File: src/hdl/sequence_reorder_buffer_core_defines.svh
// Assertion macros shared by the reorder buffer RTL.
`ifndef SEQUENCE_REORDER_BUFFER_CORE_DEFINES_SVH
`define SEQUENCE_REORDER_BUFFER_CORE_DEFINES_SVH

// Same-cycle implication, disabled while reset is low.
`define SRB_ASSERT_IMP(label, clk, rst_n, ante, cons, msg) \
	label: assert property (@(posedge clk) disable iff (!rst_n) (ante) |-> (cons)) \
		else $error(msg);

// Next-cycle implication, disabled while reset is low.
`define SRB_ASSERT_NXT(label, clk, rst_n, ante, cons, msg) \
	label: assert property (@(posedge clk) disable iff (!rst_n) (ante) |=> (cons)) \
		else $error(msg);

`endif

File: src/hdl/srb_pkg.sv
package srb_pkg;

	// Field widths
	localparam int SEQ_W  = 64;
	localparam int SRC_W  = 32;
	localparam int TAG_W  = 16;
	localparam int LEN_W  = 16;
	localparam int STAT_W = 3;

	// Defaults and limits
	localparam int WINDOW_DEF = 32;
	localparam int MAX_LEN    = 16384;

	// Index unit: bits of the sequence number consumed per cycle
	localparam int MOD_DIGIT_W = 8;
	localparam int MOD_STEPS   = SEQ_W / MOD_DIGIT_W;

	typedef enum logic [STAT_W-1:0] {
		ST_IN_ORDER  = 3'd0,
		ST_EVICTED   = 3'd1,
		ST_DUPLICATE = 3'd2,
		ST_LATE      = 3'd3,
		ST_BAD_LEN   = 3'd4
	} status_t;

	typedef struct packed {
		logic [SEQ_W-1:0] seq;
		logic [SRC_W-1:0] src;
		logic [TAG_W-1:0] tag;
		logic [LEN_W-1:0] len;
	} rec_t;

	typedef struct packed {
		logic pend;
		rec_t rec;
	} slot_t;

	// Controller to datapath
	typedef struct packed {
		logic    cap_in;
		logic    clr_we;
		logic    rd_ins;
		logic    rd_drain;
		logic    seen_we;
		logic    slot_we_ins;
		logic    slot_we_rel;
		logic    next_inc;
		logic    held_ld_in;
		logic    held_ld_slot;
		status_t held_code;
		logic    out_ld;
		logic    out_last;
	} srb_cmd_t;

	// Datapath to controller
	typedef struct packed {
		logic clr_last;
		logic idx_done;
		logic bad_len;
		logic seen_hit;
		logic late;
		logic pend;
		logic same;
		logic drain_hit;
		logic out_free;
	} srb_stat_t;

endpackage

File: src/hdl/srb_ctrl.sv
`include "sequence_reorder_buffer_core_defines.svh"

// Controller: clearing pass, per-record check sequence, drain walk.
module srb_ctrl import srb_pkg::*; (
	input  logic      clk,
	input  logic      arst_n,
	input  logic      in_valid,
	output logic      in_ready,
	input  srb_stat_t stat,
	output srb_cmd_t  cmd
);

	typedef enum logic [6:0] {
		S_CLEAR     = 7'b0000001,
		S_IDLE      = 7'b0000010,
		S_INDEX     = 7'b0000100,
		S_CHECK     = 7'b0001000,
		S_DRAIN_RD  = 7'b0010000,
		S_DRAIN_CHK = 7'b0100000,
		S_FLUSH     = 7'b1000000
	} state_t;

	state_t state_q;
	state_t state_d;
	logic   held_vld_q;
	logic   held_vld_d;

	always_ff @(posedge clk or negedge arst_n) begin
		if (!arst_n) begin
			state_q    <= S_CLEAR;
			held_vld_q <= 1'b0;
		end else begin
			state_q    <= state_d;
			held_vld_q <= held_vld_d;
		end
	end

	// Next state and commands
	always_comb begin
		cmd        = '0;
		cmd.held_code = ST_IN_ORDER;
		state_d    = state_q;
		held_vld_d = held_vld_q;
		in_ready   = 1'b0;
		case (state_q)
			S_CLEAR: begin
				cmd.clr_we = 1'b1;
				if (stat.clr_last) begin
					state_d = S_IDLE;
				end
			end
			S_IDLE: begin
				in_ready = 1'b1;
				if (in_valid) begin
					cmd.cap_in = 1'b1;
					state_d    = S_INDEX;
				end
			end
			S_INDEX: begin
				if (stat.idx_done) begin
					cmd.rd_ins = 1'b1;
					state_d    = S_CHECK;
				end
			end
			S_CHECK: begin
				if (stat.bad_len) begin
					cmd.held_ld_in = 1'b1;
					cmd.held_code  = ST_BAD_LEN;
					held_vld_d     = 1'b1;
					state_d        = S_FLUSH;
				end else if (stat.seen_hit) begin
					cmd.held_ld_in = 1'b1;
					cmd.held_code  = ST_DUPLICATE;
					held_vld_d     = 1'b1;
					state_d        = S_FLUSH;
				end else begin
					cmd.seen_we = 1'b1;
					if (stat.late) begin
						cmd.held_ld_in = 1'b1;
						cmd.held_code  = ST_LATE;
						held_vld_d     = 1'b1;
						state_d        = S_FLUSH;
					end else if (stat.pend && stat.same) begin
						// same seq still pending in its slot
						cmd.held_ld_in = 1'b1;
						cmd.held_code  = ST_DUPLICATE;
						held_vld_d     = 1'b1;
						state_d        = S_FLUSH;
					end else begin
						cmd.slot_we_ins = 1'b1;
						if (stat.pend) begin
							cmd.held_ld_slot = 1'b1;
							cmd.held_code    = ST_EVICTED;
							held_vld_d       = 1'b1;
						end
						state_d = S_DRAIN_RD;
					end
				end
			end
			S_DRAIN_RD: begin
				cmd.rd_drain = 1'b1;
				state_d      = S_DRAIN_CHK;
			end
			S_DRAIN_CHK: begin
				if (stat.drain_hit) begin
					// another result follows: push the held one out first
					if (!held_vld_q || stat.out_free) begin
						cmd.out_ld       = held_vld_q;
						cmd.held_ld_slot = 1'b1;
						cmd.held_code    = ST_IN_ORDER;
						cmd.slot_we_rel  = 1'b1;
						cmd.next_inc     = 1'b1;
						held_vld_d       = 1'b1;
						state_d          = S_DRAIN_RD;
					end
				end else begin
					state_d = S_FLUSH;
				end
			end
			S_FLUSH: begin
				if (!held_vld_q) begin
					state_d = S_IDLE;
				end else if (stat.out_free) begin
					cmd.out_ld   = 1'b1;
					cmd.out_last = 1'b1;
					held_vld_d   = 1'b0;
					state_d      = S_IDLE;
				end
			end
			default: begin
				state_d = S_CLEAR;
			end
		endcase
	end

	// Checks
	`SRB_ASSERT_IMP(a_check_held_empty, clk, arst_n, state_q == S_CHECK, !held_vld_q, "held result left over from previous record")
	`SRB_ASSERT_IMP(a_held_not_lost, clk, arst_n, cmd.held_ld_slot && held_vld_q, cmd.out_ld, "held result dropped")
	`SRB_ASSERT_IMP(a_accept_clean, clk, arst_n, in_ready, !held_vld_q, "record accepted with a result still held")

endmodule

File: config.mk
export PLATFORM = sky130hd
export DESIGN_NAME = srb_ctrl
export DESIGN_NICKNAME = d
export VERILOG_FILES = /design/src/hdl/srb_pkg.sv /design/src/hdl/srb_ctrl.sv
export VERILOG_INCLUDE_DIRS = /design/src /design/src/hdl
export SDC_FILE = /design/constraint.sdc
export NUM_CORES = 1
export LEC_CHECK = 0
export BUFFER_PORTS_ARGS = -buffer_cell sky130_fd_sc_hd__buf_2
export CORE_MARGIN = 3
export CORE_UTILIZATION = 35
export CTS_BUF_LIST = sky130_fd_sc_hd__clkbuf_8
export CTS_CLUSTER_DIAMETER = 60
export DETAILED_ROUTE_END_ITERATION = 16
export PLACE_DENSITY_LB_ADDON = 0.05
export SYNTH_ARGS = -nofsm -noshare
export SYNTH_HDL_FRONTEND = slang
export SYNTH_SLANG_ARGS = --single-unit
File: constraint.sdc
create_clock -name clk -period 1.69 [get_ports clk]
set_clock_uncertainty 0.15 [all_clocks]
set_input_delay 0.169 -clock clk [delete_from_list [all_inputs] [get_ports clk]]
set_output_delay 0.169 -clock clk [all_outputs]
set_load 0.005 [all_outputs]
After elaboration in Yosys (flattened, before gate mapping)
Index checks and enable logic that the tools add are counted.

Muxes and demuxes: 58. Reductions and logical operators: 6. Equal/unequal tests: 15.

Operators by type and width (count): $mux 7 (11); $pmux 7 s7 (1); $mux 1 (28); $mux 2 (8); $mux 3 (4); $mux 5 (2); $ne 2x2->1 const B (5); $pmux 4 s2 (1); $eq 7x1->1 const B (1); $eq 7x2->1 const B (1); $eq 7x3->1 const B (1); $eq 7x4->1 const B (1); $eq 7x5->1 const B (1); $eq 7x6->1 const B (1); $eq 7x7->1 const B (1); $ne 3x3->1 const B (2); $ne 6x6->1 const B (1); $reduce_and 5->1 (1); $mux 4 (1); $reduce_and 4->1 (1); $pmux 1 s3 (1); $reduce_bool 3->1 (1); $pmux 1 s2 (1); $logic_and 1x1->1 (1); 2 further kinds (2).

Flip-flop bits (word level): 8. Input bits: 12. Word-level logic and storage cells: 81.

Logic depth before layout (Yosys ltp)
Depth after elaboration: 6. Depth in mapped cells: 6.

Least setup slack after synthesis
OpenSTA, ideal clock, no wires.

Path type: register to output. Start: register state_q[2]. End: output cmd[5] in the netlist's numbering. Path slack: 0.099 ns. Data arrival time: 1.272 ns. Cell stages (with the launch flop): 6. Cells stage by stage: dfrtp_1 -> nor3_4 -> and2_1 -> buf_6 -> and4_4 -> o21bai_1.

RTL lines: start, declared (RTL line srb_ctrl.sv:23) `state_t state_q;`; start signal, assigned (RTL line srb_ctrl.sv:33) `state_q <= state_d;`; end, declared (RTL line srb_ctrl.sv:10) `output srb_cmd_t cmd`.

==> run summary <==
==================================================================================================
Average wire per standard cell                                                             15.2 µm
Final hold viol count                                                                            0
Start of the worst register-to-register path                                            state_q[0]
Worst Setup End Kind                                                                    output pin
First-pass GRT wire length                                                                 3940 µm
Setup crit start kind                                                                     register
Number of nets in the layout                                                                   150
Num CTS Buffers                                                                                  3
Most area-hungry cell type in the Yosys netlist                                            dfrtp_1
CP dominant cell by count                                                                    buf_4
RSZ-0062 raised after global routing                                                           yes
Capture point of the worst reg-to-reg path                                              state_q[6]
Outcome                                                                               finished, violations left
Horiz. Die Dim                                                                             50.2 µm
Finished Core Util                                                                           74.2%
DR pass1 iterations                                                                              4
Required time reported for the critical path endpoint                                      1.37 ns
Number of antenna diodes                                                                         0
Flip-flop and latch count after synthesis                                                        8
Met1 usage in global routing                                                                 25.1%
Clock transition time at the flip-flop clock pins of the worst setup and hold paths        0.05 ns
Startpoint-to-endpoint class of the critical path                                     register to output pin
Largest net degree at the start of global routing                                                9
Cell depth of the worst hold path                                                                2
Depth of the CTS H-tree                                                                          1
Leakage component of the power                                                            0.655 nW
Count of nets left with antenna violations after detail routing                                  0
Clock tree sinks                                                                                 8
Fraction of met3 tracks used by global routing                                               4.15%
Port bufs                                                                                       27
Global-route total usage across every layer                                                  21.4%
Top cells by area in the synthesized netlist                                          dfrtp_1 26%, and4b_1 5.9%, nor3b_1 4.4%
Layout Cell Area excl Fill                                                                1320 µm²
Total area of multi-input combinational cells                                              582 µm²
Proportion of netlist area held by the largest area contributor                              25.6%
Global Route met2 Usage                                                                      35.4%
Sum of overflow across all layers after global routing                                           0
Number of max-cap violations                                                                     0
Aggregate routed wire length                                                               2460 µm
Maximum fanout count along the critical path                                                     5
Synthesized instance count                                                                      78
Worst setup slack after placement                                                       -0.0744 ns
Starting density of the core                                                                 38.3%
Layer with the highest usage after global routing                                             met2
Layout overhead on the synthesized area                                                      93.6%
Fmax                                                                                       522 MHz
Failing checks                                                                        setup timing
Number of setup violations in the final report                                                  17
Vias post-DR                                                                                   826
Synthesized Nets                                                                                90
Fill cell total of the finished layout                                                         124
Remaining design rule violation count                                                            0
Ratio of cells with drive above 1 in the final layout                                        69.3%
Dpl cell area                                                                              913 µm²
Vias in the first global route                                                                 849
Least setup slack across all paths after layout                                          -0.224 ns
Maximum VDD drop                                                                        0.000618 V
Number of DRC violations after detailed-routing iteration 0                                     11
Sequential standard cell area                                                              208 µm²
I/O pin total                                                                                   28
Hold Crit Class                                                                       input port to register
Fin Hold WS                                                                              0.0217 ns
Rows                                                                                            15
Count of distinct cell types in the synthesized netlist                                         40
TritonCTS clock tree                                                                           yes
Skew-Pair Late Insertion Delay                                                             0.24 ns
Core region area                                                                          1780 µm²
Cells along the critical path                                                         nor2_4, buf_4, and3_4, buf_4, and2_4, buf_2
Synthesized area per cell                                                                 8.76 µm²
Final cycle utilization of the critical path                                                  113%
Start point of the worst min-delay path                                                   in_valid
Vias per cell                                                                                 5.10
Hold endpoint                                                                           state_q[1]
Worst-Margin Slew                                                                         0.498 ns
Die Y-Extent                                                                               50.2 µm
Clk root buf                                                                              clkbuf_8
Power per cell area                                                                     888 nW/µm²
Initial antenna violation count                                                                  0
R2R Setup Slk                                                                             -0.06 ns
Final-report max-slew violation count                                                            0
Library cell contributing the largest single delay on the critical path                    dfstp_2
Placer congestion estimate                                                                   0.784
Delay contributed by the slowest stage of the critical path                                0.61 ns
Longest Clk Path Bufs                                                                            2
Sequential area share after synthesis                                                        29.5%
Most frequent cells in the layout                                                     21 x buf_2, 21 x buf_4, 15 x buf_6
Number of warning messages in the yosys log                                                      0
Synth Cell Area                                                                            683 µm²
Headroom to the max-slew limit                                                               66.7%
Number of cells traversed by the worst register-to-register path                                 5
Arrival time at the worst endpoint                                                         1.60 ns
Die footprint                                                                             2520 µm²
Total power                                                                              0.00117 W
Min Tclk post-route                                                                        1.91 ns
==================================================================================================
## through the flow
step	std cells	setup TNS [ns]
after floorplan	78	0
after global placement	139	-0.00632
after detailed placement	139	-0.157
after CTS	155	-1.54
after global routing	162	-3.82
final	162	-2.24
## power by group
group          internal [W]  switching (W)
Sequential         0.000232      0.0000665
Clock              0.000159      0.0000962
Combinational      0.000363       0.000258
Total              0.000755       0.000420
## final cells by class
cell class,count,share of cell area (%)
flip-flops and latches,8,15.7
clock inverters,1,0.284
repair buffers,58,33.4
well taps,25,2.37
inverters,4,1.14
clock buffers,3,3.12
multi-input cells,63,44.0
## cells by family after synthesis
logic type / Yosys count / synth area share, %
simple gates: 43 / 43.4
compound gates: 19 / 19.8
flops: 8 / 29.5
buf+inv: 7 / 6.04
xor+xnor: 1 / 1.28
## sequential cells by signal, summed over array words and instances (netlist names)
register    flops
held_vld_q      1
state_q         7
## critical path: cells and delay by family, from the launching register on
family | cells | cell delay, ns
simple gates | 3 | 0.36
buf+inv | 3 | 0.39
flops | 1 | 0.61
## routing by layer
layer / part of all wire [%] / wire length (µm)
met2: 50 / 1220
met5: 0 / 0
met1: 43 / 1050
met3: 3.7 / 90
met4: 4.0 / 98
## Yosys cell counts
cell type,count
inv_1,4
o21a_1,1
and2b_4,1
and4b_1,4
nor2b_2,1
and4_4,1
o22a_1,1
nor4_2,1
or2_1,1
nand3_1,5
nor3_4,1
o22ai_1,1
and2_1,4
nand2_1,3
a211o_1,1
and3_1,1
dfrtp_1,7
nand3b_1,1
and4_1,1
a211oi_1,1
o21bai_1,1
nand2b_1,1
buf_4,2
xor2_1,1
o31ai_2,1
and4bb_2,1
dfstp_2,1
a21o_1,1
buf_6,1
a221o_1,1
nor3b_1,4
and2b_1,2
a21oi_1,5
nor3_1,1
o21ai_0,2
nor2_1,7
nor4_1,1
o211ai_1,2
a21oi_2,1
nor2b_1,1
## how the worst max path moves through the flow
stage / slack (ns) / startpoint / cells past startpoint / to
6_report: -0.22 / state_q[0] / 6 / cmd[4]
5_1_grt: -0.31 / state_q[2] / 5 / cmd[5]
4_1_cts: -0.20 / state_q[2] / 5 / cmd[5]
3_5_place_dp: -0.07 / state_q[6] / 6 / cmd[5]
3_3_place_gp: -0.006 / state_q[6] / 6 / cmd[5]
2_1_floorplan: 0.1 / state_q[2] / 5 / cmd[5]
## repair_timing
item / in CTS / in global routing
pin swaps: 12 / 12
hold buffers: 1 / 0
buffers inserted: 12 / 10
endpoints found under the setup margin: 16 / 20
gates resized for setup: 30 / 22
endpoints found under the hold margin: 8 / 0
No activity file was read; power rests on OpenSTA's default activity.
